## config.mk

```make
export PLATFORM = sky130hd
export DESIGN_NAME = rolling_baseline_spike_detector_top
export DESIGN_NICKNAME = d
export VERILOG_FILES = /design/src/rbsd_pkg.sv /design/src/rolling_baseline_spike_detector_top.sv /design/src/rbsd_ram.sv /design/src/rbsd_front.sv /design/src/rbsd_queue.sv /design/src/rbsd_div.sv /design/src/rbsd_back.sv
export SDC_FILE = /design/constraint.sdc
export NUM_CORES = 2
export LEC_CHECK = 0
export BUFFER_PORTS_ARGS = -buffer_cell sky130_fd_sc_hd__buf_2
export CORE_ASPECT_RATIO = 0.75
export CORE_MARGIN = 2
export CORE_UTILIZATION = 50
export CTS_CLUSTER_DIAMETER = 200
export DETAILED_ROUTE_END_ITERATION = 16
export HOLD_SLACK_MARGIN = 0.12
export PLACE_DENSITY = 0.66
export SYNTH_ARGS = -nofsm -noshare
export SYNTH_HDL_FRONTEND = slang
export SYNTH_HIERARCHICAL = 1
export SYNTH_SLANG_ARGS = --single-unit
```

## constraint.sdc

```tcl
create_clock -name aclk -period 8.95 [get_ports aclk]
set_input_delay 0.895 -clock aclk [delete_from_list [all_inputs] [get_ports aclk]]
set_output_delay 0.895 -clock aclk [all_outputs]
set_load 0.03 [all_outputs]
```

## src/rbsd_pkg.sv

```systemverilog
// Package for the rolling baseline spike detector.
// Shared widths, limits, register indexes and payload types; no dependencies.
package rbsd_pkg;

    localparam int LEVEL_W    = 7;
    localparam int BIN_W      = 8;
    localparam int RATIO_W    = 10;
    localparam int COOL_W     = 12;
    localparam int LVL100_W   = 14;
    localparam int PROD_W     = LEVEL_W + RATIO_W;
    localparam int CFG_IDX_W  = 8;
    localparam int CFG_DATA_W = 16;
    localparam int S_TDATA_W  = 40;
    localparam int M_TDATA_W  = 24;
    localparam int QUEUE_DEPTH = 4;

    localparam int LEVEL_MAX_INT = 100;
    localparam logic [LEVEL_W-1:0] LEVEL_MAX = LEVEL_W'(LEVEL_MAX_INT);
    localparam logic [LVL100_W-1:0] PERCENT  = LVL100_W'(100);

    // register indexes on the configuration channel
    localparam logic [CFG_IDX_W-1:0] REG_RATIO_PCT       = CFG_IDX_W'(0);
    localparam logic [CFG_IDX_W-1:0] REG_MOTION_FLOOR    = CFG_IDX_W'(1);
    localparam logic [CFG_IDX_W-1:0] REG_BREATHING_FLOOR = CFG_IDX_W'(2);
    localparam logic [CFG_IDX_W-1:0] REG_HOLD_TICKS      = CFG_IDX_W'(3);

    // reset values and legal ranges of the registers
    localparam logic [RATIO_W-1:0] RATIO_RESET = RATIO_W'(250);
    localparam logic [RATIO_W-1:0] RATIO_MIN   = RATIO_W'(110);
    localparam logic [RATIO_W-1:0] RATIO_MAX   = RATIO_W'(1000);
    localparam logic [LEVEL_W-1:0] MOTION_FLOOR_RESET    = LEVEL_W'(60);
    localparam logic [LEVEL_W-1:0] BREATHING_FLOOR_RESET = LEVEL_W'(50);
    localparam logic [LEVEL_W-1:0] FLOOR_MIN   = LEVEL_W'(1);
    localparam logic [LEVEL_W-1:0] FLOOR_MAX   = LEVEL_MAX;
    localparam logic [COOL_W-1:0]  COOL_RESET  = COOL_W'(600);
    localparam logic [COOL_W-1:0]  COOL_MIN    = COOL_W'(30);
    localparam logic [COOL_W-1:0]  COOL_MAX    = COOL_W'(3600);

    typedef struct packed {
        logic [LEVEL_W-1:0] motion_level;
        logic [LEVEL_W-1:0] breathing_level;
    } level_pair_t;

    typedef struct packed {
        logic [RATIO_W-1:0] ratio_pct;
        logic [LEVEL_W-1:0] motion_floor;
        logic [LEVEL_W-1:0] breathing_floor;
        logic [COOL_W-1:0]  hold_ticks;
    } cfg_t;

    // first member sits in the highest bits: motion_alert lands in bit 0
    typedef struct packed {
        logic               warming_up;
        logic [LEVEL_W-1:0] breathing_val;
        logic               breathing_alert;
        logic [LEVEL_W-1:0] motion_val;
        logic               motion_alert;
    } result_t;

    typedef enum logic [1:0] {
        ST_IDLE,
        ST_DIV,
        ST_CMP
    } back_state_t;

endpackage

```

## src/rolling_baseline_spike_detector_top.sv

```systemverilog
// Top level of the rolling baseline spike detector.
// Depends on rbsd_pkg, rbsd_front, rbsd_queue, rbsd_back (and through it rbsd_ram, rbsd_div).

// Each input transaction carries four signed Doppler bins and a breathing level; each
// produces exactly one result transaction with both levels, the two alert flags and a
// warming-up flag. The front end reduces a transaction to a motion and a breathing level
// in the accepting cycle and pushes it into a four-entry queue, so s_tready only drops
// when that queue is full. The back end takes one queued item at a time through its
// states: ST_IDLE pops it, reads the oldest history entry and forms both baseline means
// from the running history sums by a reciprocal multiplication by the history depth;
// ST_DIV scales the means by the spike ratio; ST_CMP decides both alerts, reloads or
// counts down the cooldowns and swaps the oldest history entry for the new one. ST_CMP
// holds while an earlier result still waits in the output register; the back end only
// pops the next item once ST_CMP has finished the last one. The history rings start out
// as zero without any clearing pass: a fill flag makes unwritten entries read as zero,
// so the block is ready straight after reset. The first PRIME_TICKS results are flagged
// as warming up and never alert. Configuration writes (cfg_valid/cfg_ready, always
// ready) saturate to each register's legal range; indexes beyond the register list are
// dropped. Write configuration only while no transaction is in flight.
module rolling_baseline_spike_detector_top #(
    parameter int HISTORY_DEPTH = 60,
    parameter int PRIME_TICKS   = 60
) (
    input  logic                              aclk,
    input  logic                              aresetn,
    // input transactions
    input  logic                              s_tvalid,
    output logic                              s_tready,
    // tdata, from bit 0: doppler_bin_a[7:0], doppler_bin_b[15:8], doppler_bin_c[23:16],
    // doppler_bin_d[31:24], breathing_level[38:32], zero pad [39]
    input  logic [rbsd_pkg::S_TDATA_W-1:0]    s_tdata,
    // result transactions
    output logic                              m_tvalid,
    input  logic                              m_tready,
    // tdata, from bit 0: motion_alert[0], motion level[7:1], breathing_alert[8],
    // breathing level[15:9], warming_up[16], zero pad [23:17]
    output logic [rbsd_pkg::M_TDATA_W-1:0]    m_tdata,
    // configuration writes
    input  logic                              cfg_valid,
    output logic                              cfg_ready,
    input  logic [rbsd_pkg::CFG_IDX_W-1:0]    cfg_index,
    input  logic [rbsd_pkg::CFG_DATA_W-1:0]   cfg_data
);
    import rbsd_pkg::*;

    localparam int PAIR_W = $bits(level_pair_t);

    logic [RATIO_W-1:0] ratio_reg, ratio_next;
    logic [LEVEL_W-1:0] mfloor_reg, mfloor_next;
    logic [LEVEL_W-1:0] bfloor_reg, bfloor_next;
    logic [COOL_W-1:0]  cool_reg, cool_next;
    cfg_t               cfg;

    logic               q_push, q_pop, q_full, q_empty;
    level_pair_t        q_push_data;
    logic [PAIR_W-1:0]  q_pop_raw;
    result_t            result;

    // clamp a written value into [lo, hi]
    function automatic logic [COOL_W-1:0] clamp_val(input logic [COOL_W-1:0] v,
                                                    input logic [COOL_W-1:0] lo,
                                                    input logic [COOL_W-1:0] hi);
        logic [COOL_W-1:0] r;
        if (v < lo) begin
            r = lo;
        end else if (v > hi) begin
            r = hi;
        end else begin
            r = v;
        end
        return r;
    endfunction

    assign cfg_ready = 1'b1;

    // Register file: take the low bits that each register holds, then saturate.
    always_comb begin
        ratio_next  = ratio_reg;
        mfloor_next = mfloor_reg;
        bfloor_next = bfloor_reg;
        cool_next   = cool_reg;
        if (cfg_valid) begin
            unique case (cfg_index)
                REG_RATIO_PCT: begin
                    ratio_next = RATIO_W'(clamp_val(COOL_W'(cfg_data[RATIO_W-1:0]),
                                                    COOL_W'(RATIO_MIN), COOL_W'(RATIO_MAX)));
                end
                REG_MOTION_FLOOR: begin
                    mfloor_next = LEVEL_W'(clamp_val(COOL_W'(cfg_data[LEVEL_W-1:0]),
                                                     COOL_W'(FLOOR_MIN), COOL_W'(FLOOR_MAX)));
                end
                REG_BREATHING_FLOOR: begin
                    bfloor_next = LEVEL_W'(clamp_val(COOL_W'(cfg_data[LEVEL_W-1:0]),
                                                     COOL_W'(FLOOR_MIN), COOL_W'(FLOOR_MAX)));
                end
                REG_HOLD_TICKS: begin
                    cool_next = clamp_val(cfg_data[COOL_W-1:0], COOL_MIN, COOL_MAX);
                end
                default: begin
                    // drop writes beyond the register list
                end
            endcase
        end
    end

    always_ff @(posedge aclk) begin
        if (!aresetn) begin
            ratio_reg  <= RATIO_RESET;
            mfloor_reg <= MOTION_FLOOR_RESET;
            bfloor_reg <= BREATHING_FLOOR_RESET;
            cool_reg   <= COOL_RESET;
        end else begin
            ratio_reg  <= ratio_next;
            mfloor_reg <= mfloor_next;
            bfloor_reg <= bfloor_next;
            cool_reg   <= cool_next;
        end
    end

    assign cfg.ratio_pct       = ratio_reg;
    assign cfg.motion_floor    = mfloor_reg;
    assign cfg.breathing_floor = bfloor_reg;
    assign cfg.hold_ticks      = cool_reg;

    // Front end: level reduction and accept.
    rbsd_front u_front (
        .s_tvalid    (s_tvalid),
        .s_tready    (s_tready),
        .s_tdata     (s_tdata),
        .q_full      (q_full),
        .q_push      (q_push),
        .q_push_data (q_push_data)
    );

    // Decouple the two halves so either can stall on its own.
    rbsd_queue #(
        .WIDTH (PAIR_W)
    ) u_queue (
        .aclk      (aclk),
        .aresetn   (aresetn),
        .push      (q_push),
        .push_data (q_push_data),
        .pop       (q_pop),
        .pop_data  (q_pop_raw),
        .full      (q_full),
        .empty     (q_empty)
    );

    // Back end: baselines, decisions, history and the result register.
    rbsd_back #(
        .HISTORY_DEPTH (HISTORY_DEPTH),
        .PRIME_TICKS   (PRIME_TICKS)
    ) u_back (
        .aclk     (aclk),
        .aresetn  (aresetn),
        .cfg      (cfg),
        .q_empty  (q_empty),
        .q_data   (level_pair_t'(q_pop_raw)),
        .q_pop    (q_pop),
        .m_tvalid (m_tvalid),
        .m_tready (m_tready),
        .m_result (result)
    );

    assign m_tdata = M_TDATA_W'(result);

    // An alert only fires at or above its channel's floor.
    assert property (@(posedge aclk) disable iff (!aresetn)
        (m_tvalid && m_tdata[0]) |-> (m_tdata[7:1] >= mfloor_reg))
        else $error("motion alert below motion floor");

    assert property (@(posedge aclk) disable iff (!aresetn)
        (m_tvalid && m_tdata[8]) |-> (m_tdata[15:9] >= bfloor_reg))
        else $error("breathing alert below breathing floor");

    // Priming results never alert.
    assert property (@(posedge aclk) disable iff (!aresetn)
        (m_tvalid && m_tdata[16]) |-> (!m_tdata[0] && !m_tdata[8]))
        else $error("alert raised while warming up");

    // Levels stay on the clamped scale.
    assert property (@(posedge aclk) disable iff (!aresetn)
        m_tvalid |-> ((m_tdata[7:1] <= LEVEL_MAX) && (m_tdata[15:9] <= LEVEL_MAX)))
        else $error("level above full scale");
endmodule

```

## src/rbsd_ram.sv

```systemverilog
// Generic single-write, single-read RAM with registered read data.
// No dependencies.
module rbsd_ram #(
    parameter int WIDTH = 14,
    parameter int DEPTH = 60
) (
    input  logic                     aclk,
    input  logic                     wr_en,
    input  logic [$clog2(DEPTH)-1:0] wr_addr,
    input  logic [WIDTH-1:0]         wr_data,
    input  logic                     rd_en,
    input  logic [$clog2(DEPTH)-1:0] rd_addr,
    output logic [WIDTH-1:0]         rd_data
);
    logic [WIDTH-1:0] mem_reg [DEPTH];
    logic [WIDTH-1:0] rd_data_reg;

    always_ff @(posedge aclk) begin
        if (wr_en) begin
            mem_reg[wr_addr] <= wr_data;
        end
        if (rd_en) begin
            rd_data_reg <= mem_reg[rd_addr];
        end
    end

    assign rd_data = rd_data_reg;
endmodule

```

## src/rbsd_front.sv

```systemverilog
// Front end: accepts input transactions and reduces them to a pair of levels.
// Depends on rbsd_pkg.
module rbsd_front (
    input  logic                            s_tvalid,
    output logic                            s_tready,
    input  logic [rbsd_pkg::S_TDATA_W-1:0]  s_tdata,
    input  logic                            q_full,
    output logic                            q_push,
    output rbsd_pkg::level_pair_t           q_push_data
);
    import rbsd_pkg::*;

    logic [BIN_W-1:0]   bin_abs [4];
    logic [BIN_W+1:0]   bin_sum;
    logic [BIN_W-1:0]   motion_raw;
    logic [LEVEL_W-1:0] breathing_raw;

    always_comb begin
        for (int i = 0; i < 4; i++) begin
            bin_abs[i] = s_tdata[i*BIN_W + BIN_W-1]
                       ? (~s_tdata[i*BIN_W +: BIN_W] + BIN_W'(1))
                       : s_tdata[i*BIN_W +: BIN_W];
        end
    end

    assign bin_sum = (BIN_W+2)'(bin_abs[0]) + (BIN_W+2)'(bin_abs[1])
                   + (BIN_W+2)'(bin_abs[2]) + (BIN_W+2)'(bin_abs[3]);
    // mean of four: drop two bits
    assign motion_raw    = bin_sum[BIN_W+1:2];
    assign breathing_raw = s_tdata[4*BIN_W +: LEVEL_W];

    // clamp both levels to the top of the scale
    assign q_push_data.motion_level = (motion_raw > BIN_W'(LEVEL_MAX))
                                    ? LEVEL_MAX : motion_raw[LEVEL_W-1:0];
    assign q_push_data.breathing_level = (breathing_raw > LEVEL_MAX)
                                       ? LEVEL_MAX : breathing_raw;

    assign s_tready = ~q_full;
    assign q_push   = s_tvalid & ~q_full;
endmodule

```

## src/rbsd_queue.sv

```systemverilog
// Short FIFO between the front and back ends.
// Depends on rbsd_pkg for the depth.
module rbsd_queue #(
    parameter int WIDTH = 14
) (
    input  logic             aclk,
    input  logic             aresetn,
    input  logic             push,
    input  logic [WIDTH-1:0] push_data,
    input  logic             pop,
    output logic [WIDTH-1:0] pop_data,
    output logic             full,
    output logic             empty
);
    import rbsd_pkg::*;

    localparam int PTR_W = $clog2(QUEUE_DEPTH);
    localparam int CNT_W = $clog2(QUEUE_DEPTH + 1);

    logic [WIDTH-1:0] mem_reg [QUEUE_DEPTH];
    logic [PTR_W-1:0] wr_ptr_reg, wr_ptr_next;
    logic [PTR_W-1:0] rd_ptr_reg, rd_ptr_next;
    logic [CNT_W-1:0] count_reg, count_next;
    logic             do_push, do_pop;

    assign full    = (count_reg == CNT_W'(QUEUE_DEPTH));
    assign empty   = (count_reg == '0);
    assign do_push = push & ~full;
    assign do_pop  = pop & ~empty;
    assign pop_data = mem_reg[rd_ptr_reg];

    always_comb begin
        wr_ptr_next = do_push ? wr_ptr_reg + PTR_W'(1) : wr_ptr_reg;
        rd_ptr_next = do_pop  ? rd_ptr_reg + PTR_W'(1) : rd_ptr_reg;
        count_next  = count_reg + CNT_W'(do_push) - CNT_W'(do_pop);
    end

    always_ff @(posedge aclk) begin
        if (!aresetn) begin
            wr_ptr_reg <= '0;
            rd_ptr_reg <= '0;
            count_reg  <= '0;
        end else begin
            wr_ptr_reg <= wr_ptr_next;
            rd_ptr_reg <= rd_ptr_next;
            count_reg  <= count_next;
        end
    end

    always_ff @(posedge aclk) begin
        if (do_push) begin
            mem_reg[wr_ptr_reg] <= push_data;
        end
    end
endmodule

```

## src/rbsd_div.sv

```systemverilog
// Division by a constant through a reciprocal multiplication, with the quotient ready in the cycle after start.
// No dependencies.
module rbsd_div #(
    parameter int DIVIDEND_W = 13,
    parameter int DIVISOR    = 60,
    parameter int QUOT_W     = 7
) (
    input  logic                  aclk,
    input  logic                  aresetn,
    input  logic                  start,
    input  logic [DIVIDEND_W-1:0] dividend,
    output logic                  done,
    output logic [QUOT_W-1:0]     quotient
);
    // rounded-up reciprocal scaled far enough to be exact over every dividend value
    localparam int     SHIFT     = DIVIDEND_W + $clog2(DIVISOR);
    localparam int     RECIP_W   = DIVIDEND_W + 2;
    localparam int     MUL_W     = DIVIDEND_W + RECIP_W;
    localparam longint RECIP_INT = ((longint'(1) << SHIFT) + longint'(DIVISOR) - 1)
                                   / longint'(DIVISOR);
    localparam logic [RECIP_W-1:0] RECIP = RECIP_W'(RECIP_INT);

    logic [MUL_W-1:0]  product;
    logic [QUOT_W-1:0] quo_reg, quo_next;
    logic              busy_reg, busy_next;

    assign product   = MUL_W'(dividend) * MUL_W'(RECIP);
    assign quo_next  = start ? QUOT_W'(product >> SHIFT) : quo_reg;
    assign busy_next = start;

    always_ff @(posedge aclk) begin
        if (!aresetn) begin
            busy_reg <= 1'b0;
        end else begin
            busy_reg <= busy_next;
        end
    end

    always_ff @(posedge aclk) begin
        quo_reg <= quo_next;
    end

    assign done     = busy_reg;
    assign quotient = quo_reg;
endmodule

```

## src/rbsd_back.sv

```systemverilog
// Back end: baseline means, spike decisions, cooldowns, history update, result register.
// Depends on rbsd_pkg, rbsd_ram and rbsd_div.
module rbsd_back #(
    parameter int HISTORY_DEPTH = 60,
    parameter int PRIME_TICKS   = 60
) (
    input  logic                   aclk,
    input  logic                   aresetn,
    input  rbsd_pkg::cfg_t         cfg,
    input  logic                   q_empty,
    input  rbsd_pkg::level_pair_t  q_data,
    output logic                   q_pop,
    output logic                   m_tvalid,
    input  logic                   m_tready,
    output rbsd_pkg::result_t      m_result
);
    import rbsd_pkg::*;

    localparam int POS_W  = $clog2(HISTORY_DEPTH);
    localparam int SUM_W  = $clog2(LEVEL_MAX_INT * HISTORY_DEPTH + 1);
    localparam int WARM_W = $clog2(PRIME_TICKS + 1);
    localparam int PAIR_W = $bits(level_pair_t);
    localparam logic [POS_W-1:0] POS_LAST = POS_W'(HISTORY_DEPTH - 1);

    back_state_t        state_reg, state_next;
    level_pair_t        item_reg, item_next;
    logic [POS_W-1:0]   pos_reg, pos_next;
    logic               full_reg, full_next;
    logic [WARM_W-1:0]  warm_reg, warm_next;
    logic [COOL_W-1:0]  mcool_reg, mcool_next;
    logic [COOL_W-1:0]  bcool_reg, bcool_next;
    logic [SUM_W-1:0]   msum_reg, msum_next;
    logic [SUM_W-1:0]   bsum_reg, bsum_next;
    logic [PROD_W-1:0]  mprod_reg, mprod_next;
    logic [PROD_W-1:0]  bprod_reg, bprod_next;
    logic               out_valid_reg, out_valid_next;
    result_t            out_reg, out_next;

    logic               ram_rd_en, ram_wr_en;
    logic [PAIR_W-1:0]  ram_rd_data;
    level_pair_t        old_pair;
    logic               div_start, mdiv_done, bdiv_done;
    logic [LEVEL_W-1:0] m_avg, b_avg;

    logic [COOL_W-1:0]   mcool_dec, bcool_dec;
    logic [LVL100_W-1:0] m_lvl100, b_lvl100;
    logic                priming, m_fire, b_fire, out_free;

    rbsd_ram #(
        .WIDTH (PAIR_W),
        .DEPTH (HISTORY_DEPTH)
    ) u_hist (
        .aclk    (aclk),
        .wr_en   (ram_wr_en),
        .wr_addr (pos_reg),
        .wr_data (item_reg),
        .rd_en   (ram_rd_en),
        .rd_addr (pos_reg),
        .rd_data (ram_rd_data)
    );

    rbsd_div #(
        .DIVIDEND_W (SUM_W),
        .DIVISOR    (HISTORY_DEPTH),
        .QUOT_W     (LEVEL_W)
    ) u_mdiv (
        .aclk     (aclk),
        .aresetn  (aresetn),
        .start    (div_start),
        .dividend (msum_reg),
        .done     (mdiv_done),
        .quotient (m_avg)
    );

    rbsd_div #(
        .DIVIDEND_W (SUM_W),
        .DIVISOR    (HISTORY_DEPTH),
        .QUOT_W     (LEVEL_W)
    ) u_bdiv (
        .aclk     (aclk),
        .aresetn  (aresetn),
        .start    (div_start),
        .dividend (bsum_reg),
        .done     (bdiv_done),
        .quotient (b_avg)
    );

    // an entry not yet written since reset reads as zero
    assign old_pair  = full_reg ? level_pair_t'(ram_rd_data) : '0;
    assign mcool_dec = (mcool_reg != '0) ? mcool_reg - COOL_W'(1) : mcool_reg;
    assign bcool_dec = (bcool_reg != '0) ? bcool_reg - COOL_W'(1) : bcool_reg;
    assign m_lvl100  = LVL100_W'(item_reg.motion_level) * PERCENT;
    assign b_lvl100  = LVL100_W'(item_reg.breathing_level) * PERCENT;
    assign priming   = (warm_reg != '0);
    assign out_free  = ~out_valid_reg | m_tready;

    assign m_fire = ~priming && (mcool_dec == '0)
                 && (item_reg.motion_level >= cfg.motion_floor)
                 && (PROD_W'(m_lvl100) >= mprod_reg);
    assign b_fire = ~priming && (bcool_dec == '0)
                 && (item_reg.breathing_level >= cfg.breathing_floor)
                 && (PROD_W'(b_lvl100) >= bprod_reg);

    always_comb begin
        state_next     = state_reg;
        item_next      = item_reg;
        pos_next       = pos_reg;
        full_next      = full_reg;
        warm_next      = warm_reg;
        mcool_next     = mcool_reg;
        bcool_next     = bcool_reg;
        msum_next      = msum_reg;
        bsum_next      = bsum_reg;
        mprod_next     = mprod_reg;
        bprod_next     = bprod_reg;
        out_next       = out_reg;
        out_valid_next = out_valid_reg & ~m_tready;
        q_pop          = 1'b0;
        ram_rd_en      = 1'b0;
        ram_wr_en      = 1'b0;
        div_start      = 1'b0;

        unique case (state_reg)
            ST_IDLE: begin
                if (!q_empty) begin
                    q_pop      = 1'b1;
                    item_next  = q_data;
                    ram_rd_en  = 1'b1;
                    div_start  = 1'b1;
                    state_next = ST_DIV;
                end
            end
            ST_DIV: begin
                if (mdiv_done && bdiv_done) begin
                    mprod_next = PROD_W'(m_avg) * PROD_W'(cfg.ratio_pct);
                    bprod_next = PROD_W'(b_avg) * PROD_W'(cfg.ratio_pct);
                    state_next = ST_CMP;
                end
            end
            ST_CMP: begin
                if (out_free) begin
                    mcool_next = m_fire ? cfg.hold_ticks : mcool_dec;
                    bcool_next = b_fire ? cfg.hold_ticks : bcool_dec;
                    warm_next  = priming ? warm_reg - WARM_W'(1) : warm_reg;
                    // swap the oldest entry for the current one in both sums
                    msum_next  = msum_reg - SUM_W'(old_pair.motion_level)
                               + SUM_W'(item_reg.motion_level);
                    bsum_next  = bsum_reg - SUM_W'(old_pair.breathing_level)
                               + SUM_W'(item_reg.breathing_level);
                    ram_wr_en  = 1'b1;
                    pos_next   = (pos_reg == POS_LAST) ? '0 : pos_reg + POS_W'(1);
                    full_next  = full_reg | (pos_reg == POS_LAST);
                    out_next.motion_alert    = m_fire;
                    out_next.motion_val      = item_reg.motion_level;
                    out_next.breathing_alert = b_fire;
                    out_next.breathing_val   = item_reg.breathing_level;
                    out_next.warming_up      = priming;
                    out_valid_next = 1'b1;
                    state_next     = ST_IDLE;
                end
            end
            default: begin
                state_next = ST_IDLE;
            end
        endcase
    end

    always_ff @(posedge aclk) begin
        if (!aresetn) begin
            state_reg     <= ST_IDLE;
            pos_reg       <= '0;
            full_reg      <= 1'b0;
            warm_reg      <= WARM_W'(PRIME_TICKS);
            mcool_reg     <= '0;
            bcool_reg     <= '0;
            msum_reg      <= '0;
            bsum_reg      <= '0;
            out_valid_reg <= 1'b0;
        end else begin
            state_reg     <= state_next;
            pos_reg       <= pos_next;
            full_reg      <= full_next;
            warm_reg      <= warm_next;
            mcool_reg     <= mcool_next;
            bcool_reg     <= bcool_next;
            msum_reg      <= msum_next;
            bsum_reg      <= bsum_next;
            out_valid_reg <= out_valid_next;
        end
    end

    always_ff @(posedge aclk) begin
        item_reg  <= item_next;
        mprod_reg <= mprod_next;
        bprod_reg <= bprod_next;
        out_reg   <= out_next;
    end

    assign m_tvalid = out_valid_reg;
    assign m_result = out_reg;
endmodule

```

==> After elaboration in Yosys (flattened, before gate mapping) <==
Memories as Yosys holds them, arrays and structs flattened. A register that Yosys moved wholly into a read port is not among the register bits.
Cells that the tools add are included.
{ "op_classes": {"bitwise_logic": 15, "addsub": 19, "muxes": 32, "reduce_logical": 23, "n_lt_le_gt_ge": 12, "n_eq_ne": 10, "multipliers": 6} }
{ "ops": {"columns": ["op", "count"], "rows": [
  ["12-bit two-way mux", 6],
  ["13-bit by 14-bit multiplier with 26-bit output, second input constant", 2],
  ["14-bit by 17-bit greater-or-equal comparator with 1-bit output", 2],
  ["7-bit by 10-bit multiplier with 17-bit output", 2],
  ["8-bit by 1-bit adder with 8-bit output, second input constant", 4],
  ["8-bit two-way mux", 4],
  ["8-bit inverter", 4],
  ["7-bit two-way mux", 4],
  ["13-bit by 7-bit adder with 13-bit output", 2],
  ["13-bit by 7-bit subtractor with 13-bit output", 2],
  ["12-bit logical NOT", 2],
  ["7-bit by 5-bit multiplier with 12-bit output, second input constant", 2],
  ["12-bit nonzero test", 2],
  ["12-bit by 1-bit subtractor with 12-bit output, second input constant", 2],
  ["10-bit by 8-bit adder with 10-bit output", 2],
  ["10-bit two-way mux", 2],
  ["8-bit by 2-bit == test with 1-bit output, second input constant", 2],
  ["7-bit greater-or-equal comparator", 2],
  ["7-bit greater-than comparator, second input constant", 2],
  ["14-bit two-way mux", 1],
  ["2-bit AND reduction", 7],
  ["12-bit greater-than comparator, second input constant", 1],
  ["12-bit by 5-bit less-than comparator with 1-bit output, second input constant", 1],
  ["10-bit greater-than comparator, second input constant", 1],
  ["other kinds (29)", 56]
]} }
{ "totals": {"ram_bits": 896, "reg_bits": 175, "out_inout_bits": 27, "word_cells": 145, "input_bits": 69, "n_memories": 2} }
{ "memory_table": {"columns": ["name", "depth", "word_bits", "rd", "rd_ports_with_merged_regs", "wr", "line_no", "text"], "rows": [
  ["u_back.u_hist.mem_reg", 60, 14, 1, 1, 1, "rbsd_ram.sv:15", "logic [WIDTH-1:0] mem_reg [DEPTH];"],
  ["u_queue.mem_reg", 4, 14, 1, 1, 1, "rbsd_queue.sv:20", "logic [WIDTH-1:0] mem_reg [QUEUE_DEPTH];"]
]} }

==> Longest topological paths before layout <==
{ "logic_depth": {"ltp_word": 8, "depth_mapped": 20, "mapped_depth_nobuf": 19} }

==> Cells and area by module <==
Netlist, hierarchy kept.
{ "by_module_without_submodules": {"columns": ["module", "cells_per_inst", "n_inst", "area_per_inst_um2", "seq_area_each_um2"], "rows": [
  ["rbsd_ram", 1486, 1, 32906.6, 25644.6],
  ["rbsd_back", 1486, 1, 13291.5, 3273.1],
  ["rbsd_div", 248, 2, 2268.4, 230.2],
  ["rbsd_queue", 124, 1, 2533.7, 1861.8],
  ["rolling_baseline_spike_detector_top", 196, 1, 1670.4, 720.7],
  ["rbsd_front", 180, 1, 1418.9, 0.0]
]} }

==> Worst setup path after synthesis <==
Ideal clock, no wire load.
{ "synth_path": {"path_type": "flip-flop to flip-flop", "start": "reg u_queue.count_reg[0]", "end": "reg u_queue.count_reg[2]", "path_stages_with_launch": 11, "slack_ps": 3813, "arrival_ps": 5022, "setup_time_ps": 115, "synth_period_minus_slack_ps": 5137, "n_path_buf": 0, "required_time_ps": 8835, "cell_sequence": "dfxtp_1 > nor3_2 > nor3_1 > nor2b_1 > ha_1 > inv_1 > ha_1 > fa_1 > xnor2_1 > xnor2_1 > and2_1"} }
{ "synth_via": {"elab_cells_between_ends": 11, "classes_between": "add/sub (2); eq/ne (1); mux (2); bitwise (5); reduce/logical (1)"} }
{ "synth_rtl": {"columns": ["item", "line_no", "text"], "rows": [
  ["start, declared", "rbsd_queue.sv:23", "logic [CNT_W-1:0] count_reg, count_next;"],
  ["start signal, assigned", "rbsd_queue.sv:46", "count_reg <= count_next;"],
  ["3-bit logical NOT", "rbsd_queue.sv:27", "assign empty = (count_reg == '0);"],
  ["named net q_empty", "rolling_baseline_spike_detector_top.sv:54", "logic q_push, q_pop, q_full, q_empty;"],
  ["1-bit two-way mux", "rbsd_back.sv:125", "if (!q_empty) begin"],
  ["1-bit two-way mux", "rbsd_back.sv:123", "unique case (state_reg)"],
  ["named net q_pop", "rolling_baseline_spike_detector_top.sv:54", null],
  ["1-bit bitwise AND", "rbsd_queue.sv:29", "assign do_pop = pop & ~empty;"],
  ["named net u_queue.do_pop", "rbsd_queue.sv:24", "logic do_push, do_pop;"],
  ["3-bit by 1-bit subtractor with 3-bit output", "rbsd_queue.sv:35", "count_next = count_reg + CNT_W'(do_push) - CNT_W'(do_pop);"]
]} }
The timed path passes the listed nets, and every way through them passes these cells.
A chain may end at the register's enable or synchronous reset.

==> Final worst setup path <==
{ "layout_path": {"start": "reg u_back/item_reg[8] (netlist bit)", "end": "reg u_back.mcool_reg[5]"} }
{ "layout_via": {"elab_chain_cells": 4, "elab_cells_between_ends": 6, "classes_between": "mul (1); order compare (2); mux (1); reduce/logical (2)"} }
{ "layout_lines": {"columns": ["item", "line_no", "text"], "rows": [
  ["start, declared", "rbsd_back.sv:26", "level_pair_t item_reg, item_next;"],
  ["start signal, assigned", "rbsd_back.sv:193", "item_reg <= item_next;"],
  ["7-bit by 5-bit multiplier with 12-bit output or 7-bit greater-or-equal comparator (tied branches)", "rbsd_back.sv:92, rbsd_back.sv:98", null],
  ["14-bit by 17-bit greater-or-equal comparator with 1-bit output or 1-bit logical AND (tied branches)", "rbsd_back.sv:99, rbsd_back.sv:98", null],
  ["1-bit logical AND *", "rbsd_back.sv:99", "&& (PROD_W'(m_lvl100) >= mprod_reg);"],
  ["12-bit two-way mux *", "rbsd_back.sv:142", "mcool_next = m_fire ? cfg.hold_ticks : mcool_dec;"],
  ["end signal, assigned", "rbsd_back.sv:184", "mcool_reg <= mcool_next;"],
  ["end, declared", "rbsd_back.sv:30", "logic [COOL_W-1:0] mcool_reg, mcool_next;"]
]} }
Every way passes the cells marked *; elsewhere a longest branch is shown, timed or not.

==> results.cfg <==
[routing]
avgRoutedWirePerCell_um = 22.8
post-route-drc-count = 0
wl_mm = 129
postRouteAntennaNets = 0
dr_wl_met3_mm = 12.1
met2_length_mm = 55.3
top_layer = met5
drt-met1-wl_mm = 59.2
vias_per_cell = 5.79
vias = 32900
dr.first_iter.drc_count = 3082
first_pass_iters = 6

[setup_path]
startpoint = u_back/item_reg[8]
timing.rr.end = u_back/mcool_reg[5]
cp_cell_sequence = buf_4, ha_1, ha_1, ha_1, inv_1, fa_1, inv_1, a21oi_1, o21bai_1, a21o_1, a21oi_1, xnor2_1, ha_1, nand4_1, o311ai_0, and2_1, and4_1, a211oi_1, a311oi_1
cp-start-kind = register
crit_type = register to register
reg2reg_depth = 19
critPathMaxFanout = 44
worst_ep_required_time_ns = 9.55
worstPathArrival_ns = 6.62
crit_path_end_kind = register
reg2reg_slack_ns = 2.93
slowest_stage = edfxtp_1
r2r_start = u_back/item_reg[8]
crit_top_cell = ha_1
slowest_delay_ns = 1.04

[sta]
fin_crit_sh_pct = 67.3
hold_viol = 0
fin_setup_tns_ns = 0
worst_slew_pin_slew_ns = 1.19
rsz0062_at_grt = no
drv_slew = 0
worst_slack_ns = 2.93
relSlewSlack_pct = 19.5
fmax_ghz = 0.166
fin_skew_ns = 0.0225
period_needed_ns = 6.02
setup_viol = 0

[synthesis]
synth_seq_cells = 1102
syn_area_mm2 = 0.0564
syn_inst = 3968
avgSynthCellArea_um2 = 14.2
ys_types = 104
ys_seq_area_share_pct = 56.7
synth_edf_count = 989
async_flop_share_pct = 0
synth_flop_cell = edfxtp_1
synth_warnings = 6

[power]
power.density_mw_per_mm2 = 309
comb_power_share_pct = 40.9
p_sw_mw = 6.82
intPower_mw = 12.3
swShare_pct = 35.7
p_seq_share_pct = 36.7
leakagePower_nw = 23.0
power.share.clock_pct = 22.4
vdd_drop_max_mv = 0.341
finalPower_mw = 19.1

[worst_hold_path]
min_path_cells = 1
hp-class = primary input to register
hold-path-endpoint = u_queue/mem_reg[3][6]
hold_start = s_tdata[38]

[clock_network]
htree_levels = 3
cts_buffer_depth = 3
cts_setup_buffers = 0
cts_tree = done
clk_latency_ns = 0.70
cts_root_buf = clkbuf_16
holdBufCountCts = 0
clkSlewWorstSetupHoldPaths_ns = 0.06
cts.sinks = 1102
numCtsBuffers = 104
cts_resized = 0

[die]
rows = 106
io_pins = 96
die_y_um = 295
coreArea_mm2 = 0.112
fp.dieW_um = 392
die_area_mm2 = 0.115
initial_core_util_pct = 50.5

[global_route]
antenna_found_initial = 5
gr-total-overflow = 0
grt_pass1_wl_mm = 198
grt_pass1_vias = 32500
grt_max_degree = 103
grt_usage_pct = 22.9

[finish]
finalInstanceArea_mm2 = 0.0618
final_common_cell = edfxtp_1
drive_above_1_share_pct = 14.9
area_growth_pct = 9.67
register_area_mm2 = 0.0320
multiInputGateArea_mm2 = 0.0221
n_fill_cell = 9078
nNetsFinal = 4650
most-common-layout-cells = 989 x edfxtp_1, 396 x inv_1, 348 x ha_1, 252 x nand2_1, 207 x mux4_2
largest_reg_flops = 840

[run]
drv_cap = 0

[placed_design]
dpl-instance-area_mm2 = 0.0585
place_ws_ns = 2.99
place.gp.congestion = 0.853
io_buffers = 82
dpl.hpwl_mm = 84.6

[run_status]
status = completed
## synth_stat cells (all sizes together), types with 88 or more instances
cell type | instances | share of area, %
a21oi | 122 | 1.1
and2 | 122 | 1.4
clkbuf | 88 | 0.59
dfxtp | 113 | 4.0
edfxtp | 989 | 53
fa | 151 | 5.4
ha | 348 | 7.7
inv | 397 | 2.6
mux4 | 211 | 8.5
nand2 | 252 | 1.7
nor2 | 158 | 1.1
o21ai | 148 | 1.3
## worst max path at each step
stage,end,slack (ns)
floorplan,u_queue/count_reg[2],3.81
CTS,u_back/mcool_reg[5],2.93
finish,u_back/mcool_reg[5],2.93
global placement,u_back/mcool_reg[5],3.07
detailed placement,u_back/mcool_reg[5],2.99
global route,u_back/mcool_reg[6],2.45
## metal layers
layer	GRT usage (%)	vias to the layer above
met2	33.1	1169
li1	-	15000
met3	5.82	180
met5	0	-
met1	34.8	16600
met4	5.35	2
## cell families after synthesis
family	share of synthesized area (%)
DFF	56.7
xor gates and xnor gates	1.62
muxes	10.3
other	0.0133
buffers and inverters	4.22
adders and majority gates	13.1
AOI/OAI and AO/OA	6.55
and+or+nand+nor	7.47
## final cells by class
class,instances,share of cell area [%]
Sequential cell,1102,51.7
Clock inverter,59,0.820
Clock buffer,133,4.45
Tap cell,1512,3.06
Timing Repair Buffer,168,1.77
Multi-Input combinational cell,2309,35.7
Inverter,397,2.41
Antenna cell,1,0.00405
## critical path, delay by kind of cell, from the launching register on
| family | cells | cell delay (ns) |
|---|---|---|
| XOR/XNOR | 1 | 0.13 |
| adder cells (fa/ha/maj) | 5 | 1.55 |
| AO/OA/AOI/OAI | 7 | 1.84 |
| flip-flops | 1 | 1.04 |
| AND/OR/NAND/NOR | 3 | 0.64 |
| buffers and inverters | 3 | 0.72 |
## power by group through the flow
stage | Clock [mW] | Sequential [mW] | Combinational [mW]
2_1_floorplan | 0 | 7.26 | 5.64
4_1_cts | 4.36 | 7.01 | 7.83
6_report | 4.27 | 7.00 | 7.79
3_5_place_dp | 0 | 7.11 | 7.76
3_3_place_gp | 0 | 7.10 | 7.58
5_1_grt | 4.57 | 7.03 | 8.96
## through the flow
stage / utilization [%] / hold slack (ns) / instances
after floorplan: - / 0.439 / 3974
after global placement: 52.4 / 0.462 / 5488
after detailed placement: 52.4 / 0.458 / 5488
after CTS: 55.3 / 0.372 / 5680
after global routing: 55.3 / 0.396 / 5680
final: 55.3 / 0.422 / 5681
No activity file was read; power rests on OpenSTA's default activity.
